[config.mk]
export PLATFORM = sky130hd
export DESIGN_NAME = stable_priority_queue
export DESIGN_NICKNAME = d
export VERILOG_FILES = /design/src/design/spq_pkg.sv /design/src/design/stable_priority_queue.sv /design/src/design/spq_cell.sv
export SDC_FILE = /design/constraint.sdc
export NUM_CORES = 2
export LEC_CHECK = 0
export BUFFER_PORTS_ARGS = -buffer_cell sky130_fd_sc_hd__buf_4
export CAP_MARGIN = 20
export CORE_UTILIZATION = 50
export CTS_CLUSTER_SIZE = 20
export DETAILED_ROUTE_END_ITERATION = 16
export GPL_ROUTABILITY_DRIVEN = 0
export PLACE_DENSITY = 0.73
export SLEW_MARGIN = 40
export SYNTH_ARGS = -nofsm -noshare
export SYNTH_HDL_FRONTEND = slang
export SYNTH_SLANG_ARGS = --single-unit
export TNS_END_PERCENT = 30
[constraint.sdc]
create_clock -name clk -period 9.19 [get_ports clk]
set_input_delay 1.3785 -clock clk [delete_from_list [all_inputs] [get_ports clk]]
set_output_delay 1.3785 -clock clk [all_outputs]
set_load 0.05 [all_outputs]
[src/design/spq_pkg.sv]
package spq_pkg;

    // width of the count fields on the result port
    localparam int COUNT_OUT_W = 6;

    localparam logic OP_INSERT = 1'b0;
    localparam logic OP_REMOVE = 1'b1;

    typedef enum logic [2:0] {
        ST_OK    = 3'd0,
        ST_NULL  = 3'd1,
        ST_DUP   = 3'd2,
        ST_FULL  = 3'd3,
        ST_EMPTY = 3'd4
    } status_t;

    typedef struct packed {
        logic [15:0]        item;
        logic [7:0]         kind;
        logic signed [15:0] prio;
    } entry_t;

    // shift command broadcast to every cell
    typedef struct packed {
        logic ins;
        logic rem;
    } cell_cmd_t;

endpackage

[src/design/stable_priority_queue.sv]
// Bounded min-priority queue built as a row of CAPACITY cells kept in sorted
// order, front at cell 0. Each cell compares its own entry against the
// pending word; an insert shifts every cell holding a strictly larger
// priority one place back and drops the new entry into the gap, so equal
// priorities leave in arrival order. A remove shifts the whole row forward.
// Inserts of a null handle, of a handle already held, or into a full queue
// are refused with the matching status and leave the queue alone. A word is
// latched on acceptance and its result is registered once the output is free
// to take it, and a new word can be taken every cycle while results are
// being taken; the commit path runs through the per-cell compare and the OR over
// all cell match flags for the duplicate check. Counts on the result port
// are the low 6 bits of the held count. Reset empties the queue; cell
// contents are not cleared, only the count.
module stable_priority_queue #(
    parameter int CAPACITY = 32
) (
    input  logic        clk,
    input  logic        rst_n,
    input  logic        in_valid,
    output logic        in_stall,
    input  logic        opcode,
    input  logic [15:0] item_id,
    input  logic [7:0]  entry_kind,
    input  logic signed [15:0] entry_priority,
    output logic        out_valid,
    input  logic        out_stall,
    output logic [2:0]  status,
    output logic [5:0]  count_before,
    output logic [5:0]  count_now,
    output logic [15:0] out_item,
    output logic [7:0]  out_kind,
    output logic signed [15:0] out_priority
);
    import spq_pkg::*;

    localparam int CNT_W = $clog2(CAPACITY + 1);

    // pending word latch
    logic             busy_reg;
    logic             busy_next;
    logic             op_reg;
    entry_t           pend_reg;

    logic [CNT_W-1:0] count_reg;
    logic [CNT_W-1:0] count_next;

    // result register
    logic             out_valid_reg;
    logic             out_valid_next;
    status_t          status_reg;
    status_t          status_next;
    logic [COUNT_OUT_W-1:0] before_reg;
    logic [COUNT_OUT_W-1:0] now_reg;
    entry_t           res_reg;
    entry_t           res_next;

    // cell row
    entry_t           cell_entry [CAPACITY];
    logic [CAPACITY-1:0] cell_gt;
    logic [CAPACITY-1:0] cell_match;
    cell_cmd_t        cmd;

    logic             commit;
    logic             accept;
    logic             dup;
    logic             full;
    logic             empty;

    assign commit   = busy_reg && (!out_valid_reg || !out_stall);
    assign in_stall = busy_reg && !commit;
    assign accept   = in_valid && !in_stall;

    assign dup   = |cell_match;
    assign full  = count_reg == CNT_W'(CAPACITY);
    assign empty = count_reg == '0;

    always_comb
    begin
        status_next    = ST_OK;
        res_next       = '0;
        count_next     = count_reg;
        cmd            = '0;
        busy_next      = busy_reg;
        out_valid_next = out_valid_reg;

        if (out_valid_reg && !out_stall)
        begin
            out_valid_next = 1'b0;
        end

        if (op_reg == OP_INSERT)
        begin
            if (pend_reg.item == '0)
            begin
                status_next = ST_NULL;
            end
            else if (dup)
            begin
                status_next = ST_DUP;
            end
            else if (full)
            begin
                status_next = ST_FULL;
            end
            else
            begin
                cmd.ins    = commit;
                count_next = commit ? count_reg + 1'b1 : count_reg;
            end
        end
        else
        begin
            if (empty)
            begin
                status_next = ST_EMPTY;
            end
            else
            begin
                res_next   = cell_entry[0];
                cmd.rem    = commit;
                count_next = commit ? count_reg - 1'b1 : count_reg;
            end
        end

        if (commit)
        begin
            out_valid_next = 1'b1;
            busy_next      = 1'b0;
        end
        if (accept)
        begin
            busy_next = 1'b1;
        end
    end

    // control state
    always_ff @(posedge clk or negedge rst_n)
    begin
        if (!rst_n)
        begin
            busy_reg      <= 1'b0;
            out_valid_reg <= 1'b0;
            count_reg     <= '0;
        end
        else
        begin
            busy_reg      <= busy_next;
            out_valid_reg <= out_valid_next;
            count_reg     <= count_next;
        end
    end

    // payload registers
    always_ff @(posedge clk)
    begin
        if (accept)
        begin
            op_reg        <= opcode;
            pend_reg.item <= item_id;
            pend_reg.kind <= entry_kind;
            pend_reg.prio <= entry_priority;
        end
        if (commit)
        begin
            status_reg <= status_next;
            before_reg <= COUNT_OUT_W'(count_reg);
            now_reg    <= COUNT_OUT_W'(count_next);
            res_reg    <= res_next;
        end
    end

    // row of cells, each linked to its neighbors and fed the shared command, count and pending word
    for (genvar i = 0; i < CAPACITY; i++)
    begin : g_cell
        entry_t prev_e;
        entry_t next_e;
        logic   prev_g;

        if (i == 0)
        begin : g_head
            assign prev_e = '0;
            assign prev_g = 1'b0;
        end
        else
        begin : g_body
            assign prev_e = cell_entry[i-1];
            assign prev_g = cell_gt[i-1];
        end

        if (i == CAPACITY - 1)
        begin : g_tail
            assign next_e = '0;
        end
        else
        begin : g_link
            assign next_e = cell_entry[i+1];
        end

        spq_cell #(
            .CNT_W (CNT_W),
            .INDEX (i)
        ) u_cell (
            .clk        (clk),
            .cmd        (cmd),
            .count      (count_reg),
            .new_entry  (pend_reg),
            .prev_entry (prev_e),
            .prev_gt    (prev_g),
            .next_entry (next_e),
            .entry      (cell_entry[i]),
            .gt         (cell_gt[i]),
            .match      (cell_match[i])
        );
    end

    assign out_valid    = out_valid_reg;
    assign status       = status_reg;
    assign count_before = before_reg;
    assign count_now    = now_reg;
    assign out_item     = res_reg.item;
    assign out_kind     = res_reg.kind;
    assign out_priority = res_reg.prio;

endmodule

[src/design/spq_cell.sv]
module spq_cell #(
    parameter int CNT_W = 6,
    parameter int INDEX = 0
) (
    input  logic              clk,
    input  spq_pkg::cell_cmd_t cmd,
    input  logic [CNT_W-1:0]  count,
    input  spq_pkg::entry_t   new_entry,
    input  spq_pkg::entry_t   prev_entry,
    input  logic              prev_gt,
    input  spq_pkg::entry_t   next_entry,
    output spq_pkg::entry_t   entry,
    output logic              gt,
    output logic              match
);
    import spq_pkg::*;

    entry_t entry_reg;
    entry_t entry_next;
    logic   occupied;

    assign occupied = CNT_W'(INDEX) < count;
    assign match    = occupied && (entry_reg.item == new_entry.item);
    // free cells count as greater so a new word lands right after the last one
    assign gt       = !occupied || ($signed(entry_reg.prio) > $signed(new_entry.prio));

    always_comb
    begin
        entry_next = entry_reg;
        if (cmd.ins && gt)
        begin
            entry_next = prev_gt ? prev_entry : new_entry;
        end
        else if (cmd.rem)
        begin
            entry_next = next_entry;
        end
    end

    always_ff @(posedge clk)
    begin
        entry_reg <= entry_next;
    end

    assign entry = entry_reg;

endmodule
[Word-level counts from Yosys, hierarchy flattened]
Index checks and enable logic that the tools add are counted.
Word-level totals
  output and inout port bits: 57
  bits in latches: 0
  input bits: 45
  memories: 0
  bits in writable memories: 0
  word-level logic and storage cells: 501
  memory bits (read-only): 0
  register bits after elaboration: 1384
Operators by class
  equal/unequal tests: 33
  $add $sub $neg: 2
  reductions and logical operators: 175
  shift operators: 0
  bitwise logic cells: 1
  divide/modulo/power cells: 0
  multipliers: 0
  muxes and demuxes: 117
  order comparisons: 64
Operators with widths (count)
  two-way mux 40 bit: 95
  equality test 16 bit: 32
  > comparator 16 bit: 32
  less-than comparator 5 x 6 -> 1 bit, first input constant: 16
  logical AND 1 bit: 68
  nonzero test 2 bit: 34
  less-than comparator 4 x 6 -> 1 bit, first input constant: 8
  two-way mux 6 bit: 7
  logical NOT 1 bit: 36
  logical OR 1 bit: 33
  OR reduction 32 bit: 1
  less-than comparator 3 x 6 -> 1 bit, first input constant: 4
  logical NOT 16 bit: 1
  less-than comparator 1 x 6 -> 1 bit, first input constant: 2
  less-than comparator 2 x 6 -> 1 bit, first input constant: 2
  two-way mux 1 bit: 10
  adder 6 x 1 -> 6 bit, second input constant: 1
  equality test 6 bit, second input constant: 1
  logical NOT 6 bit: 1
  two-way mux 2 bit: 3
  two-way mux 3 bit: 2
  subtractor 6 x 1 -> 6 bit, second input constant: 1
  OR reduction 2 bit: 1
  NOT 1 bit: 1

[Longest topological paths before layout]
  depth in word-level cells: 9
  depth in mapped cells: 14
  depth with buffers taken out: 11

[Modules after synthesis]
Synthesis repeated with hierarchy kept, for this count alone.
Second synthesis, totals
  cell total of the unflattened synthesis: 9404
  area, all modules: 106405.8 µm²
By module, submodules not included
  spq_cell (g_cell[4].u_cell ...): area each 3764.9 µm², cells an instance 319, seq. area each 1201.2 µm², instances 2
  spq_cell (g_cell[16].u_cell ...): area each 2956.6 µm², cells an instance 236, seq. area each 1201.2 µm², instances 2
  spq_cell (g_cell[17].u_cell ...): area each 2939.1 µm², cells an instance 236, seq. area each 1201.2 µm², instances 2
  spq_cell (g_cell[31].u_cell): area each 4229.1 µm², cells an instance 499, seq. area each 1201.2 µm², instances 1
  spq_cell (g_cell[7].u_cell): area each 4151.5 µm², cells an instance 550, seq. area each 1201.2 µm², instances 1
  stable_priority_queue: area each 3960.0 µm², cells an instance 241, seq. area each 3083.0 µm², instances 1
  spq_cell (g_cell[27].u_cell): area each 3943.8 µm², cells an instance 467, seq. area each 1201.2 µm², instances 1
  spq_cell (g_cell[9].u_cell): area each 3943.8 µm², cells an instance 468, seq. area each 1201.2 µm², instances 1
  spq_cell (g_cell[6].u_cell): area each 3763.6 µm², cells an instance 319, seq. area each 1201.2 µm², instances 1
  spq_cell (g_cell[28].u_cell): area each 3498.4 µm², cells an instance 322, seq. area each 1201.2 µm², instances 1
  spq_cell (g_cell[29].u_cell): area each 3492.1 µm², cells an instance 321, seq. area each 1201.2 µm², instances 1
  spq_cell (g_cell[20].u_cell): area each 3394.5 µm², cells an instance 322, seq. area each 1201.2 µm², instances 1
  spq_cell (g_cell[30].u_cell): area each 3025.4 µm², cells an instance 283, seq. area each 1201.2 µm², instances 1
  spq_cell (g_cell[21].u_cell): area each 3010.4 µm², cells an instance 283, seq. area each 1201.2 µm², instances 1
  16 more rows

[Worst setup path before layout]
OpenSTA, ideal clock, no wires.
  path kind: register to register
  from: register pend_reg[13] (netlist name)
  to: register g_cell[21].u_cell.entry_reg (netlist bit g_cell[21].u_cell.entry[0]), enable pin
  arrival time: 5.851 ns
  setup slack: 2.846 ns
  setup time: 0.493 ns
  buffers on the path: 3
  stages on the path, launching flop included: 14
  data required time: 8.697 ns
  period minus slack after synthesis: 6.344 ns
  cells stage by stage: edfxtp_1 clkbuf_1 inv_1 ha_1 a21o_1 a21o_1 a21oi_1 o21ai_0 nor3_1 xnor2_1 o21a_1 clkbuf_1 clkbuf_1 o21ai_0
On the way
  longest elaborated chain between the ends: 4
RTL lines
  start, declared: RTL line stable_priority_queue.sv:42  | entry_t pend_reg;
  > comparator 16 bit: RTL line spq_cell.sv:25  | assign gt = !occupied || ($signed(entry_reg.prio) > $signed(new_entry.prio));
  logical OR 1 bit: RTL line spq_cell.sv:25
  logical AND 1 bit: RTL line spq_cell.sv:30  | if (cmd.ins && gt)
  nonzero test 2 bit (no line)
  end signal, assigned: RTL line spq_cell.sv:42  | entry_reg <= entry_next;
  end, declared: RTL line spq_cell.sv:18  | entry_t entry_reg;
No other way between the ends.
A chain may end at the register's enable or synchronous reset.

==> results.py <==
metrics = {
    "route": {
        "totalWireLength_um": 271000,
        "vias_per_cell": 6.41,
        "wl_per_cell_um": 29.7,
        "ant_nets": 0,
        "drc_errors": 0,
        "num_vias": 58469,
        "dr.pass1.iters": 6,
        "drt_iter0_drc": 5727,
    },
    "synthesis": {
        "async_flop_share_pct": 0.578,
        "yosys.area.top_type_share_pct": 45.6,
        "synthTopCellsByArea": "edfxtp_1 (46%), mux2_2 (18%), mux2_1 (12%)",
        "yosysMostFrequentCell": "mux2_2",
        "synth_top_area_cell": "edfxtp_1",
        "synth-edff-count": 1376,
        "syn-num-nets": 7229,
        "syn_area_um2": 90600,
        "synthesis.instances": 6668,
        "ys_dominant_reg_cell": "edfxtp_1",
        "synth_seq_cells": 1384,
        "yosysUniqueCellTypes": 65,
        "synth_top_cells_by_count": "mux2_2 (1453), edfxtp_1 (1376), mux2_1 (929)",
        "syn_avg_cell_area_um2": 13.6,
        "yosys_warnings": 0,
        "ys_seq_area_share_pct": 45.8,
    },
    "pwr": {
        "vdd_ir_drop_max_v": 0.000204,
        "fin_total_pwr_w": 0.0264,
        "pwr-share-clk_pct": 23.6,
        "combPwrFrac_pct": 36.6,
        "pwr-share-seq_pct": 39.8,
        "power.switching_w": 0.00918,
        "power_density_nw_per_um2": 266,
        "p_leak_nw": 35.6,
        "p_int_w": 0.0172,
        "p_sw_share_pct": 34.8,
    },
    "flow_run": {
        "cap_violations": 0,
    },
    "setup_path": {
        "ff2ff_path_depth": 14,
        "critPathMaxFanout": 24,
        "rr_endpoint": "g_cell[2].u_cell.entry[22]",
        "start_kind": "flip-flop",
        "critPathKind": "reg2reg",
        "reg2reg_from": "count_reg[1]",
        "required_ns": 9.75,
        "regToRegSetupSlack_ns": 3.24,
        "worst_ep_arrival_time_ns": 6.51,
        "cp-end-kind": "flip-flop",
    },
    "min_path": {
        "hp-class": "in2async",
    },
    "timing": {
        "drv_slew": 0,
        "min_period_over_period_pct": 64.7,
        "final.setup_skew_ns": 0.0273,
        "rsz0062_at_grt": "false",
        "period_minus_slack_ns": 5.95,
        "hold_violations": 0,
        "tns_ns": 0,
        "slew_headroom_pct": 33.4,
        "worst_pin_slew_ns": 0.990,
        "max_freq_mhz": 168,
        "finalSetupViolations": 0,
    },
    "cells_and_area": {
        "largest_reg_flops": 1280,
        "fill_cells": 14505,
        "seqCellArea_um2": 41500,
        "drive_gt1_share_pct": 30.8,
        "multi_input_area_um2": 47100,
        "stdcell_area_um2": 99200,
        "finalNetCount": 7196,
        "area_delta_synth_final_pct": 9.48,
    },
    "clock_network": {
        "clkTransAtPathRegs_ns": 0.06,
        "hold_buffers": 0,
        "tritoncts": "done",
        "root_buffer": "clkbuf_16",
        "cts_buffers": 156,
        "postCtsSetupBuffers": 0,
        "post_cts_resized": 0,
        "clockBufferDepth": 3,
        "numClockSinks": 1384,
        "insertion_delay_ns": 0.83,
        "h-tree-depth": 4,
    },
    "floorplanning": {
        "die_y_um": 428,
        "io_pins": 102,
        "rows": 155,
        "die_x_um": 428,
        "core_um2": 179000,
        "die_area_um2": 183000,
        "start_util_pct": 50.5,
    },
    "global_route": {
        "globalRouteTotalUtil_pct": 29.4,
        "grt_overflow": 0,
        "grt_pass1_vias": 59423,
        "grt_pass1_wl_um": 401000,
        "grt_max_degree": 66,
        "antenna_found_initial": 14,
    },
    "place": {
        "dp_hpwl_um": 194000,
        "portBuffers": 101,
        "place_area_um2": 94100,
    },
    "status": {
        "outcome": "completed",
    },
}
==> kinds of logic after synthesis <==
family / after synthesis / synth area share [%]
DFF: 1384 / 45.8
adders and majority gates: 516 / 7.13
and+or+nand+nor: 717 / 4.64
AOI/OAI and AO/OA: 502 / 3.49
muxes: 2484 / 30.7
xor gates and xnor gates: 521 / 5.04
buffers and inverters: 544 / 3.11
==> worst max-delay path: stages (launching register included) <==
cell and delay (ns):
dfrtp_1 0.46, inv_1 0.17, ha_1 0.34, nand2b_1 0.19, a21oi_2 0.63, nor2_1 0.14
a32oi_1 0.37, o221ai_1 0.23, nor4_2 0.48, nand4_4 0.44, buf_4 0.42, buf_4 0.36
nor2_4 0.56, buf_4 0.45, mux2_2 0.39
==> area by class of cell <==
class	count	share of cell area, %
Tap cell	2355	2.97
Timing Repair Buffer	283	2.44
Antenna cell	3	0.00757
Multi-Input combinational cell	4740	47.5
Clock inverter	82	0.790
Inverter	70	0.266
Clock buffer	200	4.19
Sequential cell	1384	41.9
==> power groups by stage <==
stage	clock, W	sequential (W)	combinational [W]
after CTS	0.00629	0.0105	0.00952
final	0.00622	0.0105	0.00965
after global placement	0	0.0105	0.00914
after detailed placement	0	0.0106	0.00946
after global routing	0.00651	0.0106	0.0103
after floorplan	0	0.00999	0.00700
==> placed cells by master, fill, tap and decap left out, types with 40 or more instances in the layout <==
| master | count |
|---|---|
| o21ai_0 | 69 |
| nor4_1 | 69 |
| xnor2_1 | 286 |
| edfxtp_1 | 1376 |
| mux2i_1 | 102 |
| nor2_1 | 80 |
| nand2_1 | 51 |
| mux2_1 | 929 |
| clkbuf_1 | 40 |
| ha_1 | 516 |
| a21oi_1 | 137 |
| buf_4 | 259 |
| nand2b_1 | 54 |
| clkbuf_16 | 160 |
| inv_1 | 55 |
| nor3_1 | 49 |
| nand4_1 | 193 |
| a21o_1 | 160 |
| xor2_1 | 234 |
| mux2_2 | 1453 |
| and3_1 | 45 |
==> per-stage QoR <==
stage | std cells | utilization [%] | worst slack [ns] | hold WS (ns)
finish | 9117 | 55.3 | 3.24 | 0.417
global placement | 8816 | 52.4 | 2.89 | 0.471
global route | 9114 | 55.3 | 3.09 | 0.397
CTS | 9109 | 55.3 | 3.04 | 0.372
detailed placement | 8827 | 52.5 | 3.08 | 0.486
floorplan | 6668 | - | 2.85 | 0.420
==> routing by layer <==
layer	track usage [%]	part of all wire, %	up-vias	wire length [um]
met3	6.37	8.6	579	23300
met2	45.4	45	2603	122000
met1	40.1	42	29825	113000
met4	12.1	4.5	6	12100
met5	0	0.016	-	44
li1	-	-	25456	-
==> worst max path at each step <==
stage,startpoint,endpoint,cells after the start
5_1_grt,count_reg[1],g_cell[2].u_cell.entry[25],14
6_report,count_reg[1],g_cell[2].u_cell.entry[22],14
3_5_place_dp,pend_reg[34],g_cell[2].u_cell.entry[22],14
3_3_place_gp,count_reg[1],g_cell[26].u_cell.entry[34],11
2_1_floorplan,pend_reg[13],g_cell[21].u_cell.entry[0],13
4_1_cts,pend_reg[34],g_cell[2].u_cell.entry[22],14
Note: power is estimated with default switching activity, not from simulation.
